## src/hw/rtl/spiral_scan_address_generator_defines.svh

```systemverilog
// ----------------------------------------------------------------------------
// Spiral scan address generator: assertion macros
// Concurrent assertion helpers; define ASSERT_OFF to compile them out.
// ----------------------------------------------------------------------------
`ifndef SPIRAL_SCAN_ADDRESS_GENERATOR_DEFINES_SVH
`define SPIRAL_SCAN_ADDRESS_GENERATOR_DEFINES_SVH

`ifndef ASSERT_OFF

// clocked check, masked while reset is applied
`define SPSAG_ASSERT(label, prop, msg) \
	label: assert property (@(posedge clk) disable iff (!arst_n) prop) else $error(msg);

// clocked check that also holds through reset
`define SPSAG_ASSERT_ALWAYS(label, prop, msg) \
	label: assert property (@(posedge clk) prop) else $error(msg);

`else

`define SPSAG_ASSERT(label, prop, msg)
`define SPSAG_ASSERT_ALWAYS(label, prop, msg)

`endif

`endif

```

## src/hw/rtl/spsag_pkg.sv

```systemverilog
// ----------------------------------------------------------------------------
// spsag_pkg
// Widths, codes and shared types of the spiral scan address generator.
// ----------------------------------------------------------------------------
`default_nettype none

package spsag_pkg;

	localparam int COORD_W   = 8;   // cell row / column field
	localparam int NUM_W     = 17;  // order number field
	localparam int DIM_W     = 9;   // grid dimension register
	localparam int CNT_W     = 2 * DIM_W;  // emitted count, holds rows * cols
	localparam int POS_W     = 12;  // signed walker position
	localparam int LEG_W     = 11;  // leg length / step
	localparam int CFG_IDX_W = 1;

	// request codes
	localparam logic REQ_START   = 1'b0;
	localparam logic REQ_ADVANCE = 1'b1;

	// configuration register indexes
	localparam logic [CFG_IDX_W-1:0] CFG_GRID_ROWS = 1'd0;
	localparam logic [CFG_IDX_W-1:0] CFG_GRID_COLS = 1'd1;

	typedef struct packed {
		logic [DIM_W-1:0] rows;   // effective, already clamped
		logic [DIM_W-1:0] cols;
		logic [CNT_W-1:0] total;  // rows * cols
	} grid_t;

	typedef struct packed {
		logic [COORD_W-1:0] row;
		logic [COORD_W-1:0] col;
		logic [NUM_W-1:0]   num;
		logic               last;
	} cell_t;

endpackage

`default_nettype wire

```

## src/hw/rtl/spsag_if.sv

```systemverilog
// ----------------------------------------------------------------------------
// spsag channel interfaces
// Valid/ready channels for requests, emitted cells and configuration writes.
// ----------------------------------------------------------------------------
`default_nettype none

interface spsag_req_if;
	logic                               valid;
	logic                               ready;
	logic                               req_type;
	logic [spsag_pkg::COORD_W-1:0]      start_row;
	logic [spsag_pkg::COORD_W-1:0]      start_col;

	modport source (output valid, req_type, start_row, start_col, input ready);
	modport sink   (input valid, req_type, start_row, start_col, output ready);
endinterface

interface spsag_cell_if;
	logic                               valid;
	logic                               ready;
	logic [spsag_pkg::COORD_W-1:0]      cell_row;
	logic [spsag_pkg::COORD_W-1:0]      cell_col;
	logic [spsag_pkg::NUM_W-1:0]        order_number;
	logic                               is_last;

	modport source (output valid, cell_row, cell_col, order_number, is_last, input ready);
	modport sink   (input valid, cell_row, cell_col, order_number, is_last, output ready);
endinterface

interface spsag_cfg_if;
	logic                               valid;
	logic                               ready;
	logic [spsag_pkg::CFG_IDX_W-1:0]    index;
	logic [spsag_pkg::DIM_W-1:0]        data;

	modport source (output valid, index, data, input ready);
	modport sink   (input valid, index, data, output ready);
endinterface

`default_nettype wire

```

## src/hw/rtl/spsag_cfg.sv

```systemverilog
// ----------------------------------------------------------------------------
// spsag_cfg
// Grid dimension registers; clamps written values and keeps rows * cols.
// ----------------------------------------------------------------------------
`default_nettype none

module spsag_cfg #(
	parameter int MAX_DIM = 256
) (
	input  wire                             clk,
	input  wire                             arst_n,
	input  wire                             wr_en,
	input  wire [spsag_pkg::CFG_IDX_W-1:0]  wr_index,
	input  wire [spsag_pkg::DIM_W-1:0]      wr_data,
	output spsag_pkg::grid_t                grid
);
	import spsag_pkg::*;

	logic [DIM_W-1:0] rows_q;
	logic [DIM_W-1:0] cols_q;
	logic [CNT_W-1:0] total_q;
	logic [DIM_W-1:0] eff_data;

	// zero counts as one, anything above MAX_DIM as MAX_DIM
	always_comb begin
		if (wr_data == '0) begin
			eff_data = DIM_W'(1);
		end else if (32'(wr_data) > MAX_DIM) begin
			eff_data = DIM_W'(MAX_DIM);
		end else begin
			eff_data = wr_data;
		end
	end

	always_ff @(posedge clk or negedge arst_n) begin
		if (!arst_n) begin
			rows_q  <= DIM_W'(1);
			cols_q  <= DIM_W'(1);
			total_q <= CNT_W'(1);
		end else if (wr_en) begin
			unique case (wr_index)
				CFG_GRID_ROWS: begin
					rows_q  <= eff_data;
					total_q <= CNT_W'(eff_data) * CNT_W'(cols_q);
				end
				CFG_GRID_COLS: begin
					cols_q  <= eff_data;
					total_q <= CNT_W'(rows_q) * CNT_W'(eff_data);
				end
				default: begin
				end
			endcase
		end
	end

	assign grid.rows  = rows_q;
	assign grid.cols  = cols_q;
	assign grid.total = total_q;

endmodule

`default_nettype wire

```

## src/hw/rtl/spsag_walker.sv

```systemverilog
// ----------------------------------------------------------------------------
// spsag_walker
// Spiral walker state and the combinational step: start, move, bounds, count.
// ----------------------------------------------------------------------------
`default_nettype none

module spsag_walker (
	input  wire                             clk,
	input  wire                             arst_n,
	input  wire spsag_pkg::grid_t           grid,
	input  wire                             cfg_wr,
	input  wire                             fire,
	input  wire                             req_type,
	input  wire [spsag_pkg::COORD_W-1:0]    start_row,
	input  wire [spsag_pkg::COORD_W-1:0]    start_col,
	output logic                            emit,
	output spsag_pkg::cell_t                step_cell,
	output logic                            active
);
	import spsag_pkg::*;

	logic signed [POS_W-1:0] row_q, col_q, row_d, col_d;
	logic [LEG_W-1:0]        leg_len_q, leg_len_d;
	logic [LEG_W-1:0]        leg_step_q, leg_step_d, step_inc;
	logic                    second_q, second_d;
	logic [CNT_W-1:0]        count_q, count_d, count_inc;
	logic                    active_q, active_d;
	logic                    in_grid, last, odd;

	assign step_inc  = leg_step_q + LEG_W'(1);
	assign odd       = leg_len_q[0];

	always_comb begin
		row_d      = row_q;
		col_d      = col_q;
		leg_len_d  = leg_len_q;
		leg_step_d = leg_step_q;
		second_d   = second_q;
		count_d    = count_q;
		active_d   = active_q;
		in_grid    = 1'b0;
		emit       = 1'b0;
		count_inc  = count_q + CNT_W'(1);
		last       = 1'b0;

		if (fire) begin
			if (req_type == REQ_START) begin
				row_d      = POS_W'(start_row);
				col_d      = POS_W'(start_col);
				leg_len_d  = LEG_W'(1);
				leg_step_d = '0;
				second_d   = 1'b0;
				count_inc  = CNT_W'(1);
				in_grid    = (DIM_W'(start_row) < grid.rows) &&
					(DIM_W'(start_col) < grid.cols);
				last       = count_inc >= grid.total;
				emit       = in_grid;
				count_d    = in_grid ? count_inc : '0;
				active_d   = in_grid && !last;
			end else if (active_q) begin
				if (!second_q) begin
					col_d = odd ? col_q + POS_W'(1) : col_q - POS_W'(1);
				end else begin
					row_d = odd ? row_q + POS_W'(1) : row_q - POS_W'(1);
				end
				if (step_inc >= leg_len_q) begin
					leg_step_d = '0;
					second_d   = !second_q;
					if (second_q) begin
						leg_len_d = leg_len_q + LEG_W'(1);
					end
				end else begin
					leg_step_d = step_inc;
				end
				// sign bit clear and below the dimension
				in_grid = !row_d[POS_W-1] && !col_d[POS_W-1] &&
					(row_d < $signed({{(POS_W-DIM_W){1'b0}}, grid.rows})) &&
					(col_d < $signed({{(POS_W-DIM_W){1'b0}}, grid.cols}));
				last    = count_inc >= grid.total;
				emit    = in_grid;
				if (in_grid) begin
					count_d = count_inc;
					if (last) begin
						active_d = 1'b0;
					end
				end
			end
		end

		// a dimension change drops the walk
		if (cfg_wr) begin
			active_d = 1'b0;
		end
	end

	always_ff @(posedge clk or negedge arst_n) begin
		if (!arst_n) begin
			row_q      <= '0;
			col_q      <= '0;
			leg_len_q  <= LEG_W'(1);
			leg_step_q <= '0;
			second_q   <= 1'b0;
			count_q    <= '0;
			active_q   <= 1'b0;
		end else begin
			row_q      <= row_d;
			col_q      <= col_d;
			leg_len_q  <= leg_len_d;
			leg_step_q <= leg_step_d;
			second_q   <= second_d;
			count_q    <= count_d;
			active_q   <= active_d;
		end
	end

	assign step_cell.row  = row_d[COORD_W-1:0];
	assign step_cell.col  = col_d[COORD_W-1:0];
	assign step_cell.num  = count_inc[NUM_W-1:0];
	assign step_cell.last = last;
	assign active         = active_q;

endmodule

`default_nettype wire

```

## src/hw/rtl/spiral_scan_address_generator.sv

```systemverilog
// ----------------------------------------------------------------------------
// spiral_scan_address_generator
// Outward square-spiral cell order of a rows x cols grid from a start cell.
// ----------------------------------------------------------------------------
// Usage:
//   cfg     : write grid_rows (index 0) or grid_cols (index 1) while idle;
//             always ready, a write ends any walk in progress.
//   req_ch  : req_type 0 starts a walk at start_row/start_col, 1 advances
//             the walker one spiral position.
//   cell_ch : one transfer per in-grid position with row, column, running
//             number from 1 and is_last on the final cell.
//   A request passes through one input register, then the walker step
//   into the output register. One request is taken per cycle while cell_ch
//   does not stall; the walker steps combinationally from its registers,
//   so advances stream back to back. Out-of-grid positions produce no transfer.
//   When cell_ch stalls, the output register holds and the input register
//   fills; req_ch.ready drops once both are occupied and cell_ch.ready is low.
//   Reset sets the grid to 1 x 1 and leaves the walker idle.
// ----------------------------------------------------------------------------
`default_nettype none

`include "spiral_scan_address_generator_defines.svh"

module spiral_scan_address_generator #(
	parameter int MAX_DIM = 256
) (
	input  wire         clk,
	input  wire         arst_n,
	spsag_req_if.sink   req_ch,
	spsag_cell_if.source cell_ch,
	spsag_cfg_if.sink   cfg
);
	import spsag_pkg::*;

	logic               req_valid_s1;
	logic               req_type_s1;
	logic [COORD_W-1:0] start_row_s1;
	logic [COORD_W-1:0] start_col_s1;
	logic               cell_valid_s2;
	cell_t              cell_s2;

	grid_t  grid;
	cell_t  walk_cell;
	logic   walk_emit, walk_active, walk_fire;
	logic   s2_free, s1_adv, cfg_wr;

	assign s2_free   = !cell_valid_s2 || cell_ch.ready;
	assign s1_adv    = !req_valid_s1 || s2_free;
	assign walk_fire = req_valid_s1 && s2_free;
	assign cfg_wr    = cfg.valid && cfg.ready;

	assign req_ch.ready = s1_adv;
	assign cfg.ready    = 1'b1;

	spsag_cfg #(
		.MAX_DIM (MAX_DIM)
	) u_cfg (
		.clk      (clk),
		.arst_n   (arst_n),
		.wr_en    (cfg_wr),
		.wr_index (cfg.index),
		.wr_data  (cfg.data),
		.grid     (grid)
	);

	spsag_walker u_walker (
		.clk       (clk),
		.arst_n    (arst_n),
		.grid      (grid),
		.cfg_wr    (cfg_wr),
		.fire      (walk_fire),
		.req_type  (req_type_s1),
		.start_row (start_row_s1),
		.start_col (start_col_s1),
		.emit      (walk_emit),
		.step_cell (walk_cell),
		.active    (walk_active)
	);

	// input register
	always_ff @(posedge clk or negedge arst_n) begin
		if (!arst_n) begin
			req_valid_s1 <= 1'b0;
		end else if (s1_adv) begin
			req_valid_s1 <= req_ch.valid;
		end
	end

	always_ff @(posedge clk) begin
		if (s1_adv && req_ch.valid) begin
			req_type_s1  <= req_ch.req_type;
			start_row_s1 <= req_ch.start_row;
			start_col_s1 <= req_ch.start_col;
		end
	end

	// output register
	always_ff @(posedge clk or negedge arst_n) begin
		if (!arst_n) begin
			cell_valid_s2 <= 1'b0;
		end else if (s2_free) begin
			cell_valid_s2 <= walk_emit;
		end
	end

	always_ff @(posedge clk) begin
		if (s2_free && walk_emit) begin
			cell_s2 <= walk_cell;
		end
	end

	assign cell_ch.valid        = cell_valid_s2;
	assign cell_ch.cell_row     = cell_s2.row;
	assign cell_ch.cell_col     = cell_s2.col;
	assign cell_ch.order_number = cell_s2.num;
	assign cell_ch.is_last      = cell_s2.last;

	// final cell of the grid closes the walk
	`SPSAG_ASSERT(a_last_ends_walk, (walk_emit && walk_cell.last) |=> !walk_active, "walker still active after final cell")
	// an in-grid start is always numbered one
	`SPSAG_ASSERT(a_start_is_one, (walk_emit && req_type_s1 == REQ_START) |=> (cell_ch.valid && cell_ch.order_number == NUM_W'(1)), "start cell not numbered one")
	// an advance on an idle walker produces nothing
	`SPSAG_ASSERT(a_idle_advance_silent, (walk_fire && req_type_s1 == REQ_ADVANCE && !walk_active) |=> !cell_ch.valid, "cell emitted by an idle walker")
	// no cell is pending straight out of reset
	`SPSAG_ASSERT_ALWAYS(a_reset_empty, !arst_n |-> (!cell_ch.valid && !walk_active), "state not cleared by reset")

endmodule

`default_nettype wire

```

## src/flat_wrapper.sv

```systemverilog
// flat-port wrapper written by rule: the top's interface ports become plain ports
module spiral_scan_address_generator_flat import spsag_pkg::*;
#(
	parameter int MAX_DIM = 256
)
  (clk, arst_n, req_ch_valid, req_ch_req_type, req_ch_start_row, req_ch_start_col, req_ch_ready, cell_ch_valid, cell_ch_cell_row, cell_ch_cell_col, cell_ch_order_number, cell_ch_is_last, cell_ch_ready, cfg_valid, cfg_index, cfg_data, cfg_ready);
  spsag_req_if req_ch_i ();
  spsag_cell_if cell_ch_i ();
  spsag_cfg_if cfg_i ();
  input  wire clk;
  input  wire arst_n;
  input wire logic [$bits(req_ch_i.valid)-1:0] req_ch_valid;
  input wire logic [$bits(req_ch_i.req_type)-1:0] req_ch_req_type;
  input wire logic [$bits(req_ch_i.start_row)-1:0] req_ch_start_row;
  input wire logic [$bits(req_ch_i.start_col)-1:0] req_ch_start_col;
  output wire logic [$bits(req_ch_i.ready)-1:0] req_ch_ready;
  output wire logic [$bits(cell_ch_i.valid)-1:0] cell_ch_valid;
  output wire logic [$bits(cell_ch_i.cell_row)-1:0] cell_ch_cell_row;
  output wire logic [$bits(cell_ch_i.cell_col)-1:0] cell_ch_cell_col;
  output wire logic [$bits(cell_ch_i.order_number)-1:0] cell_ch_order_number;
  output wire logic [$bits(cell_ch_i.is_last)-1:0] cell_ch_is_last;
  input wire logic [$bits(cell_ch_i.ready)-1:0] cell_ch_ready;
  input wire logic [$bits(cfg_i.valid)-1:0] cfg_valid;
  input wire logic [$bits(cfg_i.index)-1:0] cfg_index;
  input wire logic [$bits(cfg_i.data)-1:0] cfg_data;
  output wire logic [$bits(cfg_i.ready)-1:0] cfg_ready;
  assign req_ch_i.valid = req_ch_valid;
  assign req_ch_i.req_type = req_ch_req_type;
  assign req_ch_i.start_row = req_ch_start_row;
  assign req_ch_i.start_col = req_ch_start_col;
  assign req_ch_ready = req_ch_i.ready;
  assign cell_ch_valid = cell_ch_i.valid;
  assign cell_ch_cell_row = cell_ch_i.cell_row;
  assign cell_ch_cell_col = cell_ch_i.cell_col;
  assign cell_ch_order_number = cell_ch_i.order_number;
  assign cell_ch_is_last = cell_ch_i.is_last;
  assign cell_ch_i.ready = cell_ch_ready;
  assign cfg_i.valid = cfg_valid;
  assign cfg_i.index = cfg_index;
  assign cfg_i.data = cfg_data;
  assign cfg_ready = cfg_i.ready;
  spiral_scan_address_generator #(.MAX_DIM(MAX_DIM)) u_core (.clk(clk), .arst_n(arst_n), .req_ch(req_ch_i), .cell_ch(cell_ch_i), .cfg(cfg_i));
endmodule
```

## config.mk

```make
export PLATFORM = sky130hd
export DESIGN_NAME = spiral_scan_address_generator_flat
export DESIGN_NICKNAME = d
export VERILOG_FILES = /design/src/hw/rtl/spsag_pkg.sv /design/src/hw/rtl/spsag_if.sv /design/src/hw/rtl/spsag_cfg.sv /design/src/hw/rtl/spsag_walker.sv /design/src/hw/rtl/spiral_scan_address_generator.sv /design/src/flat_wrapper.sv
export VERILOG_INCLUDE_DIRS = /design/src /design/src/hw/rtl
export SDC_FILE = /design/constraint.sdc
export NUM_CORES = 1
export LEC_CHECK = 0
export ABC_AREA = 1
export BUFFER_PORTS_ARGS = -buffer_cell sky130_fd_sc_hd__buf_2
export CORE_MARGIN = 3
export CORE_UTILIZATION = 50
export CTS_CLUSTER_SIZE = 20
export DETAILED_ROUTE_END_ITERATION = 6
export GPL_TIMING_DRIVEN = 0
export MAX_ROUTING_LAYER = met4
export PLACE_DENSITY = 0.67
export SYNTH_ARGS = -nofsm -noshare
export SYNTH_HDL_FRONTEND = slang
export SYNTH_SLANG_ARGS = --single-unit
```

## constraint.sdc

```tcl
create_clock -name clk -period 4.7 [get_ports clk]
set_input_delay 0.94 -clock clk [delete_from_list [all_inputs] [get_ports clk]]
set_output_delay 0.94 -clock clk [all_outputs]
set_load 0.005 [all_outputs]
```

Yosys cells after proc, flatten, opt, wreduce, memory -nomap -nowiden

Index checks and enable logic that the tools add are counted.

Div/mod/pow operators: 0
$lt $le $gt $ge: 8
$mul: 2
Bitwise gates (word level): 1
Equal/unequal tests: 4
Reduce and logical (&&, ||, !) cells: 24
Shift-type cells: 0
$add $sub $neg: 7
Muxes and demuxes: 46

Operators by type and width:

| cell                                                  | number |
|---|---|
| two-way mux 12 bit                                    | 14 |
| two-way mux 11 bit                                    | 7 |
| two-way mux 18 bit                                    | 3 |
| multiplier 9 x 9 -> 18 bit                            | 2 |
| one-hot mux 18 bit (2 select lines)                   | 1 |
| two-way mux 17 bit                                    | 2 |
| adder 12 x 2 -> 12 bit (second input constant)        | 2 |
| < comparator 12 x 10 -> 1 bit                         | 2 |
| subtractor 12 x 2 -> 12 bit (second input constant)   | 2 |
| adder 11 x 1 -> 11 bit (second input constant)        | 2 |
| adder 18 x 1 -> 18 bit (second input constant)        | 1 |
| >= comparator 1 x 18 -> 1 bit (first input constant)  | 1 |
| >= comparator 18 bit                                  | 1 |
| < comparator 8 x 9 -> 1 bit                           | 2 |
| two-way mux 9 bit                                     | 2 |
| two-way mux 8 bit                                     | 2 |
| two-way mux 1 bit                                     | 15 |
| >= comparator 11 bit                                  | 1 |
| greater-than comparator 9 bit (second input constant) | 1 |
| zero test 9 bit                                       | 1 |
| logical AND 1 bit                                     | 8 |
| != test 2 bit (second input constant)                 | 4 |
| zero test 1 bit                                       | 6 |
| AND reduction 2 bit                                   | 3 |
| other kinds (5)                                       | 7 |

Word-level logic and storage cells: 113
Input port bits: 32
Memory bits (read-only): 0
Register bits: 155
Latch bits: 0
Memories: 0
Bits in writable memories: 0
Output and inout port bits: 37

Logic depth before layout (Yosys ltp)

Gate-level depths: netlist of run 1.

Word-level depth: 15
Gate-level depth with buffers: 31
Gate-level depth less buffers: 30

Hierarchy

A second synthesis of run 1 with hierarchy kept.

Cells, all modules: 2004
Area total of the unflattened synthesis: 15175.8 um^2

By module, submodules not included:

| module                        | seq. area each (um^2) | cells an instance | area an instance (um^2) | instances |
|---|---|---|---|---|
| spsag_cfg                     | 904.6                 | 984               | 7025.5                  | 1 |
| spsag_walker                  | 1652.8                | 952               | 6501.2                  | 1 |
| spiral_scan_address_generator | 1581.5                | 68                | 1649.1                  | 1 |

Worst setup path before layout of run 1

No wires, ideal clock.

Path type: input -> register
Start point: in cfg_data[3]
End point: reg u_core.u_cfg.total_q[13]
Data required time: 4635 ps
Path buffers: 1
Arrival: 5715 ps
Cell stages on the path: 25
Setup time: 65 ps
Slack: -1080 ps
Cell sequence: nor4_1 a31oi_1 inv_1 nand2_1 inv_1 clkbuf_1 nand2_1 fa_1 fa_1 inv_1 fa_1 inv_1 fa_1 inv_1 ha_1 a21oi_1 a21boi_0 o21ai_0 nand3_1 nand3_1 a21oi_1 o21ai_0 nand2_1 nand2_1 nand2_1

Longest elaborated chain between the ends: 5
Elaborated cells between the ends (all ways): 7
Those cells by class: mul (2); order compare (1); mux (3); reduce/logical (1)

Ends and longest elaborated chain:

| what                                                 | RTL line                         | source |
|---|---|---|
| start: declaration                                   | flat_wrapper.sv:25               | `input wire logic [$bits(cfg_i.data)-1:0] cfg_data;` |
| greater-than comparator 9 bit                        | spsag_cfg.sv:28                  | `end else if (32'(wr_data) > MAX_DIM) begin` |
| two-way mux 9 bit                                    | spsag_cfg.sv:28                  |  |
| two-way mux 9 bit *                                  | spsag_cfg.sv:26                  | `if (wr_data == '0) begin` |
| multiplier 9 x 9 -> 18 bit, on equally long branches | spsag_cfg.sv:48, spsag_cfg.sv:44 |  |
| one-hot mux 18 bit (2 select lines) *                | spsag_cfg.sv:41                  | `unique case (wr_index)` |
| end signal: assignment                               | spsag_cfg.sv:44                  | `total_q <= CNT_W'(eff_data) * CNT_W'(cols_q);` |
| end signal: assignment                               | spsag_cfg.sv:48                  | `total_q <= CNT_W'(rows_q) * CNT_W'(eff_data);` |
| end: declaration                                     | spsag_cfg.sv:21                  | `logic [CNT_W-1:0] total_q;` |

Every way passes the cells marked *; elsewhere a longest branch is shown, timed or not.
A chain may end at the register's enable or synchronous reset.

Worst setup path in the final report of run 1

Start point: in cfg_data[2]
End point: reg u_core.u_cfg.total_q[12]

The elaborated chain is that of the path after synthesis.

==> flow_metrics.tcl, run 1 <==
set metrics [dict create \
    place_inst 2324 \
    via_per_inst 5.46 \
    worst_r2r_endpoint "u_core.u_cfg.total_q[17]$_DFFE_PN0P_" \
    min-delay-path-class "input port to asynchronous set/reset pin" \
    post_synth_num_cell_types 50 \
    count_of_warnings_emitted_by_yosys 0 \
    final_hpwl_dp_um 31100 \
    drt_pass1_iterations 5 \
    setup_slack_after_layout_ps -523 \
    critical_path.startpoint_type "input port" \
    die-height_um 177 \
    timing_worst_setup_path_type "input port to flip-flop" \
    r2r_cells 22 \
    non_filler_instance_count_after_layout 2418 \
    synthArstFlopShare_pct 67.1 \
    final.period_utilization_pct 111 \
    synth_top_cell_area_share_pct 17.1 \
    overflow 0 \
    dr_total_vias 13210 \
    synth_top_cell_by_area "sky130_fd_sc_hd__dfrtp_1" \
    postSynth.topFlopCell "sky130_fd_sc_hd__dfrtp_1" \
    timing.critical_path.fanout_max 4 \
    timing.max_cap.violations 0 \
    boundaryPins 69 \
    setup_tns_ps -4050 \
    placement_rows 62 \
    avgSynthCellArea_sq_um 7.83 \
    synth.top_cells.by_area "sky130_fd_sc_hd__dfrtp_1 17%, sky130_fd_sc_hd__fa_1 14%, sky130_fd_sc_hd__ha_1 13%, sky130_fd_sc_hd__nand2_1 11%, sky130_fd_sc_hd__edfxtp_1 10%" \
    synthesis_stage_register_bit_count 155 \
    failed_checks "negative setup slack" \
    status "complete, but fails checks" \
    filler_cell_count 2555 \
    synth_edf_count 51 \
    clock-skew-final_ps 14.0 \
    period_minus_slack_ps 5220 \
    power_leakage_uw 0.00885 \
    insertion_delay_ps 450 \
    placed_cell_area_sq_mm 0.0158 \
    hold_slack_ps 346 \
    floorplan.core_area_sq_mm 0.0288 \
    max_slew.worst_pin.slew_ps 790 \
    detail_route.drc_violations 0 \
    drv_slew 0 \
    floorplan.die_area_sq_mm 0.0314 \
    synthesis.nets 2165 \
    antenna_violating_nets_post_route 0 \
    sequential_cell_area_fraction_in_the_yosys_report_pct 28.2 \
    reg2reg_from "u_core.u_cfg.cols_q[8]$_DFFE_PN0P_" \
    portBuffers 66 \
    drt_total_wl_um 41200 \
    worstPathRequired_ps 5070 \
    layout-drive-gt1-share_pct 18.3 \
    clock.fmax_mhz 191 \
    gpl.final_weighted_congestion 0.934 \
    totalPowerFinal_uw 7100 \
    numCtsBuffers 17 \
    endpoint_class_of_the_critical_path "flip-flop" \
    slew_headroom_pct 47.3 \
    flop2flop_setup_slack_ps 30 \
    postSynthCellCount 1873 \
    die_w_um 177 \
    clock_sinks 155 \
    grt_setup_unrepaired "yes" \
    setup_viol 10 \
    groute.usage.overall_pct 28.0 \
    grt_first_pass_wirelength_um 67100 \
    wl_per_cell_um 17.0 \
    yosys-top-cells-count "440 x sky130_fd_sc_hd__nand2_1, 338 x sky130_fd_sc_hd__inv_1, 182 x sky130_fd_sc_hd__nor2_1" \
    initialDrtViolationCount 864 \
    critical_path.endpoint "u_core.u_cfg.total_q[12]$_DFFE_PN0P_" \
    clk_transition_reported_paths_ps 70 \
    grt_antenna_before_repair 0 \
    antennaDiodeCount 0 \
    grt_start_max_net_pins 86 \
    most_frequent_cell_after_synthesis "sky130_fd_sc_hd__nand2_1" \
    final_net_count 2313 \
    final_area_sq_mm 0.0176 \
    grt_pass1_vias 12970 \
    cts_buffer_depth 2 \
    finalHoldViolations 0 \
    clock_tree.root_cell "sky130_fd_sc_hd__clkbuf_16" \
    cts-htree-levels 4 \
    critPathArrivalTime_ps 5590 \
    syn_to_final_growth_pct 20.2 \
    worst_ir_drop_vdd_v 0.000261 \
    power_density_mw_per_mm2 403 \
    timing.critical_path.from "cfg_data[2]" \
    synthesis.area_sq_mm 0.0147 \
    initial_core_utilization_pct 50.9 \
    tritoncts "done" \
]
## layout make-up
class	count	area, sq um	area share, %
sequential	155	4140	23.5
clock inverter	15	173	0.979
clock buffer	17	425	2.41
inverter	348	1340	7.60
tap	384	480	2.73
buffer	44	305	1.73
timing repair buffer	127	943	5.35
multi-input combinational	1326	9810	55.6
timing repair inverter	2	12.5	0.0710
## critical path, stage by stage
cell and delay [ps]:
sky130_fd_sc_hd__buf_8 100, sky130_fd_sc_hd__nor4_4 330, sky130_fd_sc_hd__a31oi_4 130, sky130_fd_sc_hd__inv_2 100, sky130_fd_sc_hd__buf_12 140, sky130_fd_sc_hd__nand2_8 80
sky130_fd_sc_hd__inv_8 70, sky130_fd_sc_hd__buf_6 100, sky130_fd_sc_hd__nand2_4 40, sky130_fd_sc_hd__fa_1 490, sky130_fd_sc_hd__inv_1 50, sky130_fd_sc_hd__fa_1 470
sky130_fd_sc_hd__fa_1 560, sky130_fd_sc_hd__inv_1 50, sky130_fd_sc_hd__fa_1 500, sky130_fd_sc_hd__inv_2 50, sky130_fd_sc_hd__ha_4 250, sky130_fd_sc_hd__buf_4 150
sky130_fd_sc_hd__nand2_2 70, sky130_fd_sc_hd__nand2_2 60, sky130_fd_sc_hd__a21oi_4 170, sky130_fd_sc_hd__o21ai_2 90, sky130_fd_sc_hd__buf_4 150, sky130_fd_sc_hd__a21oi_1 160
sky130_fd_sc_hd__o21ai_2 110, sky130_fd_sc_hd__a31oi_1 170
## through the flow
step	util [%]	setup WS, ps
2_1_floorplan	-	-486
3_3_place_gp	54.7	-1450
3_5_place_dp	54.9	-1490
4_1_cts	60.0	-455
5_1_grt	61.3	-723
6_report	61.3	-523
## worst min-delay path by stage
stage	from	to	slack (ps)	depth (start not counted)
3_5_place_dp	u_core.u_walker.count_q[11]$_DFFE_PN0P_	u_core.u_walker.count_q[11]$_DFFE_PN0P_	490	2
5_1_grt	arst_n	u_core.u_walker.col_q[6]$_DFF_PN0_	350	1
6_report	arst_n	u_core.u_walker.col_q[4]$_DFF_PN0_	350	1
4_1_cts	arst_n	u_core.u_cfg.cols_q[1]$_DFFE_PN0P_	340	1
3_3_place_gp	u_core.u_walker.leg_len_q[8]$_DFFE_PN0P_	u_core.u_walker.leg_len_q[8]$_DFFE_PN0P_	470	2
2_1_floorplan	u_core.u_walker.leg_len_q[8]$_DFFE_PN0P_	u_core.u_walker.leg_len_q[8]$_DFFE_PN0P_	450	2
## layout by cell type (no fill, tap or decap), types with 21 or more instances in the layout
cell,instances
sky130_fd_sc_hd__nand2_2,29
sky130_fd_sc_hd__ha_1,137
sky130_fd_sc_hd__buf_4,50
sky130_fd_sc_hd__nor2_1,158
sky130_fd_sc_hd__a21oi_1,72
sky130_fd_sc_hd__nand3_1,53
sky130_fd_sc_hd__xor2_1,22
sky130_fd_sc_hd__buf_2,69
sky130_fd_sc_hd__edfxtp_1,51
sky130_fd_sc_hd__nand2_1,410
sky130_fd_sc_hd__fa_1,97
sky130_fd_sc_hd__o22ai_1,21
sky130_fd_sc_hd__clkbuf_16,21
sky130_fd_sc_hd__inv_2,25
sky130_fd_sc_hd__dfrtp_1,100
sky130_fd_sc_hd__nand4_1,36
sky130_fd_sc_hd__o21ai_0,64
sky130_fd_sc_hd__inv_1,311
## repair_timing
item                       in CTS  in global routing
gates cloned                    5                  0
pin swaps                      93                 61
resized for setup             131                 68
hold buffers                    0                  0
setup endpoints to repair      47                 45
buffers inserted               45                 12
## flip-flops by register name, indices dropped and copies added (netlist names)
signal / cells
u_core.cell_ch.cell_col: 8
u_core.cell_ch.cell_row: 8
u_core.cell_ch.is_last: 1
u_core.cell_ch.order_number: 17
u_core.cell_ch.valid: 1
u_core.req_type_s1: 1
u_core.req_valid_s1: 1
u_core.start_col_s1: 8
u_core.start_row_s1: 8
u_core.u_cfg.cols_q: 9
u_core.u_cfg.rows_q: 9
u_core.u_cfg.total_q: 18
u_core.u_walker.active: 1
u_core.u_walker.col_q: 12
u_core.u_walker.count_q: 18
u_core.u_walker.leg_len_q: 11
u_core.u_walker.leg_step_q: 11
u_core.u_walker.row_q: 12
u_core.u_walker.second_q: 1
## logic make-up after synthesis
logic type,after synthesis,synth area share [%]
AOI/OAI and AO/OA,250,9.81
xor gates and xnor gates,31,1.85
adders and majority gates,260,27.4
buffers and inverters,392,10.3
DFF,155,28.2
other,1,0.0256
and+or+nand+nor,784,22.4
## routing by layer
layer	part of all wire (%)	vias to the layer above	GRT usage, %
met3	5.2	96	3.24
met2	47	401	45.4
li1	-	6338	-
met4	4.1	0	10.4
met5	0	-	-
met1	43	6375	36.4
## where the power goes
group / switching (uW) / total, uW / internal, uW
sequential: 212 / 1820 / 1610
combinational: 2420 / 3890 / 1460
clock: 673 / 1390 / 714
total: 3310 / 7100 / 3790
No activity file was read; power rests on OpenSTA's default activity.
==> run 2: changes to the inputs <==
Settings changed: BUFFER_PORTS_ARGS -buffer_cell sky130_fd_sc_hd__buf_2 to -buffer_cell sky130_fd_sc_hd__buf_4.
==> run 2 against run 1 <==
The run still ends with negative setup slack left. Routed wire length up 1.4%. Core utilization up 0.31 points. First-iteration DRC count rose by 15%. Non-clock buffer count unchanged. Flip-flop and latch count stayed put. Clock skew shrank 1.5 ps. Global-route usage grew 0.32 points. Combinational power is essentially flat. Clock power about the same. Sequential share of layout area down 0.14 points. Cell area grew 0.50%. Worst hold slack lost 15 ps. Critical endpoint unchanged. Largest cell class unchanged. Highest routed layer unchanged.
==> flow_metrics.tcl, run 2 (synthesized netlist as in run 1, its figures left out) <==
set metrics [dict create \
    worstPathRequired_ps 5070 \
    net_switching_fraction_of_the_power_pct 46.4 \
    groute.usage.overall_pct 28.3 \
    gpl.final_weighted_congestion 0.943 \
    layout-drive-gt1-share_pct 18.0 \
    cpMostUsedCell "sky130_fd_sc_hd__buf_4" \
    critPathArrivalTime_ps 5720 \
    period_minus_slack_ps 5350 \
    syn_to_final_growth_pct 20.8 \
    drv_slew 0 \
    portBuffers 66 \
    antennaDiodeCount 0 \
    die-height_um 177 \
    power_leakage_uw 0.00891 \
    antenna_violating_nets_post_route 0 \
    cts_buffer_depth 2 \
    timing.critical_path.fanout_max 7 \
    cp_top_family "adder cells" \
    endpoint_class_of_the_critical_path "flip-flop" \
    hold_slack_ps 331 \
    slew_headroom_pct 48.3 \
    final_net_count 2312 \
    insertion_delay_ps 450 \
    clock_tree.root_cell "sky130_fd_sc_hd__clkbuf_16" \
    wl_per_cell_um 17.3 \
    comb_power_share_pct 55.1 \
    non_filler_instance_count_after_layout 2417 \
    failed_checks "negative setup slack" \
    mostFrequentLayoutCells "407 x sky130_fd_sc_hd__nand2_1, 319 x sky130_fd_sc_hd__inv_1, 157 x sky130_fd_sc_hd__nor2_1, 140 x sky130_fd_sc_hd__ha_1, 110 x sky130_fd_sc_hd__buf_4" \
    totalPowerFinal_uw 7120 \
    timing.critical_path.from "cfg_data[8]" \
    grt_setup_unrepaired "yes" \
    clock_sinks 155 \
    grt_first_pass_wirelength_um 67700 \
    setup_slack_after_layout_ps -649 \
    worstPathBufferInverterCount 10 \
    initial_core_utilization_pct 50.9 \
    dr_total_vias 13160 \
    grt_pass1_vias 13112 \
    grt_start_max_net_pins 89 \
    clock.fmax_mhz 187 \
    final_hpwl_dp_um 31400 \
    cts_hold_buffers 0 \
    status "complete, but fails checks" \
    detail_route.drc_violations 0 \
    drt_total_wl_um 41800 \
    critPathSlowestCell "sky130_fd_sc_hd__fa_1" \
    grt_antenna_before_repair 0 \
    clk_transition_reported_paths_ps 70 \
    numCtsBuffers 17 \
    min-delay-path-class "input port to asynchronous set/reset pin" \
    boundaryPins 69 \
    timing_worst_setup_path_type "input port to flip-flop" \
    internal-power_uw 3810 \
    initialDrtViolationCount 997 \
    place_inst 2325 \
    setup_viol 11 \
    tritoncts "done" \
    critical_path.startpoint_type "input port" \
    share_of_power_burned_in_the_clock_network_pct 19.3 \
    mostFrequentLayoutCell "sky130_fd_sc_hd__nand2_1" \
    final.period_utilization_pct 114 \
    timing.max_cap.violations 0 \
    floorplan.die_area_sq_mm 0.0314 \
    via_per_inst 5.44 \
    die_w_um 177 \
    finalHoldViolations 0 \
    placement_rows 62 \
    overflow 0 \
    power_density_mw_per_mm2 402 \
    reg2reg_from "u_core.u_cfg.cols_q[8]$_DFFE_PN0P_" \
    cts-htree-levels 4 \
    slowest_delay_ps 540 \
    max_slew.worst_pin.slew_ps 774 \
    power.sequential.fraction_pct 25.6 \
    net-switching-power_uw 3300 \
    worst_ir_drop_vdd_v 0.000270 \
    floorplan.core_area_sq_mm 0.0288 \
    drt_pass1_iterations 5 \
    clock-skew-final_ps 12.5 \
]
[run 2: cell type report]
class / instances / area [sq um]
Buffer: 44 / 315
Sequential cell: 155 / 4140
Timing Repair Buffer: 127 / 1090
Inverter: 348 / 1340
Clock buffer: 19 / 453
Multi-Input combinational cell: 1326 / 9760
Timing Repair inverter: 1 / 5.00
Clock inverter: 13 / 128
Fill cell: 2531 / 11100
Tap cell: 384 / 480
[run 2: metal layers]
metal / track usage [%] / up-vias / wire length, um / part of all wire, %
li1: - / 6323 / - / -
met1: 36.3 / 6332 / 18000 / 43
met2: 45.3 / 418 / 19800 / 47
met3: 4.05 / 87 / 2260 / 5.4
met4: 11.8 / 0 / 1700 / 4.1
met5: - / - / 0 / 0
[run 2: per-stage QoR]
stage | setup WS, ps | TNS (ps) | utilization (%) | cell area, sq um
5_1_grt | -843 | -6710 | 61.6 | 17700
3_3_place_gp | -1420 | -39390 | 55.3 | 15900
4_1_cts | -439 | -3320 | 60.6 | 17500
2_1_floorplan | -486 | -3460 | - | 14900
6_report | -649 | -4720 | 61.6 | 17700
3_5_place_dp | -1470 | -29290 | 55.5 | 16000
[run 2: repair_timing]
action                     in CTS  in global routing
gates resized for setup       117                 54
pin swaps                      85                 31
buffers inserted               45                 16
cloned                          3                  0
setup endpoints to repair      47                 46
[run 2: worst register-to-register path: cells and delay by family, from the launching register on]
kind	cells	cell delay [ps]
fa+ha+maj	5	2220
buf+inv	3	530
flops	1	490
simple gates	11	1070
compound gates	3	390
[run 2: final timing paths]
| path | end | slack [ps] | cells past startpoint |
|---|---|---|---|
| setup / recovery | u_core.u_cfg.total_q[12]$_DFFE_PN0P_ | -650 | 27 |
| max in group asynchronous | u_core.u_cfg.total_q[0]$_DFFE_PN1P_ | 3620 | 2 |
| setup reg to reg | u_core.u_cfg.total_q[17]$_DFFE_PN0P_ | -40 | 22 |
| min in group clk | u_core.u_walker.leg_len_q[8]$_DFFE_PN0P_ | 490 | 2 |
| hold reg to reg | u_core.u_walker.leg_len_q[8]$_DFFE_PN0P_ | 490 | 2 |
| hold / removal | u_core.u_walker.col_q[4]$_DFF_PN0_ | 330 | 1 |
[run 2: power by group through the flow]
stage / Combinational [uW] / Clock (uW) / Sequential, uW
6_report: 3920 / 1370 / 1820
3_3_place_gp: 3520 / 0 / 1830
4_1_cts: 3800 / 1380 / 1820
5_1_grt: 4430 / 1440 / 1840
2_1_floorplan: 2740 / 0 / 1760
3_5_place_dp: 3620 / 0 / 1830
==> run 3: changes to the inputs <==
==> constraint.sdc (replaced) <==
create_clock -name clk -period 4.7 [get_ports clk]
set_input_delay 0.705 -clock clk [delete_from_list [all_inputs] [get_ports clk]]
set_output_delay 0.705 -clock clk [all_outputs]
set_load 0.005 [all_outputs]
==> run 3 against run 2 <==
The run still ends with negative setup slack left. Routed wire length is 0.29% lower. Final cell count is 0.17% lower. Global-route usage is 0.34 points lower. Flip-flop and latch count stayed put. Fmax is 7.6% higher. Sequential share of layout area hardly changed. Combinational power hardly changed. Register-to-register slack hardly changed. Via count is 0.56% lower. Clock-buffer cell count is 2 lower.
==> flow_metrics.tcl, run 3 (synthesized netlist as in run 1, its figures left out) <==
set metrics [dict create \
    worstPathRequired_ps 5010 \
    floorplan.die_area_sq_mm 0.0314 \
    final_hpwl_dp_um 31500 \
    clk_transition_reported_paths_ps 70 \
    worst_ir_drop_vdd_v 0.000272 \
    mostFrequentLayoutCells "406 x sky130_fd_sc_hd__nand2_1, 314 x sky130_fd_sc_hd__inv_1, 162 x sky130_fd_sc_hd__nor2_1, 141 x sky130_fd_sc_hd__ha_1, 102 x sky130_fd_sc_hd__buf_4" \
    via_per_inst 5.42 \
    setup_tns_ps -1490 \
    drv_slew 0 \
    drt_pass1_iterations 7 \
    initialDrtViolationCount 992 \
    groute.usage.overall_pct 28.0 \
    antennaDiodeCount 0 \
    layout-drive-gt1-share_pct 17.7 \
    final.period_utilization_pct 106 \
    cts-htree-levels 4 \
    reg2reg_from "u_core.u_cfg.cols_q[8]$_DFFE_PN0P_" \
    flop2flop_setup_slack_ps -40 \
    wl_per_cell_um 17.3 \
    boundaryPins 69 \
    worst_r2r_endpoint "u_core.u_cfg.total_q[15]$_DFFE_PN0P_" \
    r2r_cells 20 \
    floorplan.core_area_sq_mm 0.0288 \
    drt_total_wl_um 41600 \
    final_net_count 2308 \
    status "complete, but fails checks" \
    overflow 0 \
    slew_headroom_pct 49.7 \
    grt_start_max_net_pins 69 \
    timing.max_cap.violations 0 \
    detail_route.drc_violations 0 \
    die_w_um 177 \
    setup_slack_after_layout_ps -273 \
    antenna_violating_nets_post_route 0 \
    grt_first_pass_wirelength_um 66800 \
    cts_hold_buffers 0 \
    initial_core_utilization_pct 50.9 \
    critPathArrivalTime_ps 5290 \
    cts_buffer_depth 2 \
    power_leakage_uw 0.00889 \
    clock-skew-final_ps 10.8 \
    placement_rows 62 \
    timing_worst_setup_path_type "input port to flip-flop" \
    timing.critical_path.fanout_max 7 \
    finalHoldViolations 0 \
    syn_to_final_growth_pct 20.9 \
    clock_tree.root_cell "sky130_fd_sc_hd__clkbuf_16" \
    totalPowerFinal_uw 7120 \
    critical_path.startpoint_type "input port" \
    max_slew.worst_pin.slew_ps 754 \
    hold_slack_ps 251 \
    insertion_delay_ps 440 \
    die-height_um 177 \
    min-delay-path-class "input port to asynchronous set/reset pin" \
    period_minus_slack_ps 4970 \
    grt_setup_unrepaired "yes" \
    dr_total_vias 13086 \
    setup_viol 7 \
    numCtsBuffers 17 \
    clock.fmax_mhz 201 \
    endpoint_class_of_the_critical_path "flip-flop" \
    tritoncts "done" \
    grt_antenna_before_repair 0 \
    grt_pass1_vias 12893 \
    clock_sinks 155 \
    power_density_mw_per_mm2 402 \
    portBuffers 66 \
    mostFrequentLayoutCell "sky130_fd_sc_hd__nand2_1" \
    failed_checks "negative setup slack" \
    gpl.final_weighted_congestion 0.928 \
]
run 3: stage by stage:
stage | std cells | cell area, sq um | worst slack (ps) | util [%]
finish | 2413 | 17700 | -273 | 61.6
global route | 2413 | 17700 | -525 | 61.6
CTS | 2397 | 17300 | -192 | 60.2
detailed placement | 2324 | 15900 | -1240 | 55.4
global placement | 2323 | 15900 | -1220 | 55.3
floorplan | 1873 | 14900 | -251 | -
run 3: worst max-delay path, cell delays in order:
cell and delay (ps):
sky130_fd_sc_hd__buf_8 100, sky130_fd_sc_hd__nor4_4 290, sky130_fd_sc_hd__a31oi_1 140, sky130_fd_sc_hd__inv_2 140, sky130_fd_sc_hd__buf_6 130, sky130_fd_sc_hd__nand2_8 70, sky130_fd_sc_hd__clkbuf_16 180, sky130_fd_sc_hd__buf_12 130
sky130_fd_sc_hd__nor2_4 70, sky130_fd_sc_hd__fa_1 430, sky130_fd_sc_hd__fa_1 480, sky130_fd_sc_hd__fa_1 540, sky130_fd_sc_hd__inv_2 40, sky130_fd_sc_hd__fa_1 510, sky130_fd_sc_hd__inv_2 50, sky130_fd_sc_hd__ha_4 280
sky130_fd_sc_hd__nand2_2 70, sky130_fd_sc_hd__nor2_1 130, sky130_fd_sc_hd__nand3_2 90, sky130_fd_sc_hd__nand3_2 110, sky130_fd_sc_hd__nand2_2 60, sky130_fd_sc_hd__buf_4 130, sky130_fd_sc_hd__buf_4 120, sky130_fd_sc_hd__nand2_2 70
sky130_fd_sc_hd__o22ai_2 80, sky130_fd_sc_hd__nand2_1 70, sky130_fd_sc_hd__o21ai_1 70
run 3: final cells by class:
cell class / instances / area, sq um
Timing Repair Buffer: 122 / 1070
Clock buffer: 17 / 425
Inverter: 348 / 1340
Clock inverter: 15 / 150
Sequential cell: 155 / 4140
Buffer: 44 / 313
Timing Repair inverter: 2 / 15.0
Fill cell: 2570 / 11100
Tap cell: 384 / 480
Multi-Input combinational cell: 1326 / 9790
run 3: repair_timing:
action	in CTS	in global routing
pin swaps	75	78
resized for setup	116	72
endpoints found under the setup margin	45	44
gates cloned	6	0
buffers inserted	35	19
run 3: how the worst max path moves through the flow:
stage	startpoint	endpoint	slack (ps)	cells past startpoint
floorplan	cfg_data[3]	u_core.u_cfg.total_q[17]$_DFFE_PN0P_	-250	26
global placement	cfg_data[8]	u_core.u_cfg.total_q[13]$_DFFE_PN0P_	-1220	23
detailed placement	cfg_data[8]	u_core.u_cfg.total_q[17]$_DFFE_PN0P_	-1240	25
CTS	cfg_data[0]	u_core.u_cfg.total_q[17]$_DFFE_PN0P_	-190	30
global route	cfg_data[2]	u_core.u_cfg.total_q[17]$_DFFE_PN0P_	-530	29
finish	cfg_data[2]	u_core.u_cfg.total_q[15]$_DFFE_PN0P_	-270	27
run 3: routing by layer:
layer	track usage (%)	vias to the layer above	part of all wire, %
li1	-	6314	-
met2	45.8	436	48
met5	-	-	0
met1	36.1	6258	43
met3	4.03	78	6.3
met4	8.90	0	3.1
run 3: power by group:
| group | total, uW | switching [uW] | internal [uW] | leakage, uW |
|---|---|---|---|---|
| Sequential | 1830 | 215 | 1610 | 0.00184 |
| Combinational | 3910 | 2440 | 1470 | 0.00676 |
| Clock | 1380 | 636 | 749 | 0.000287 |
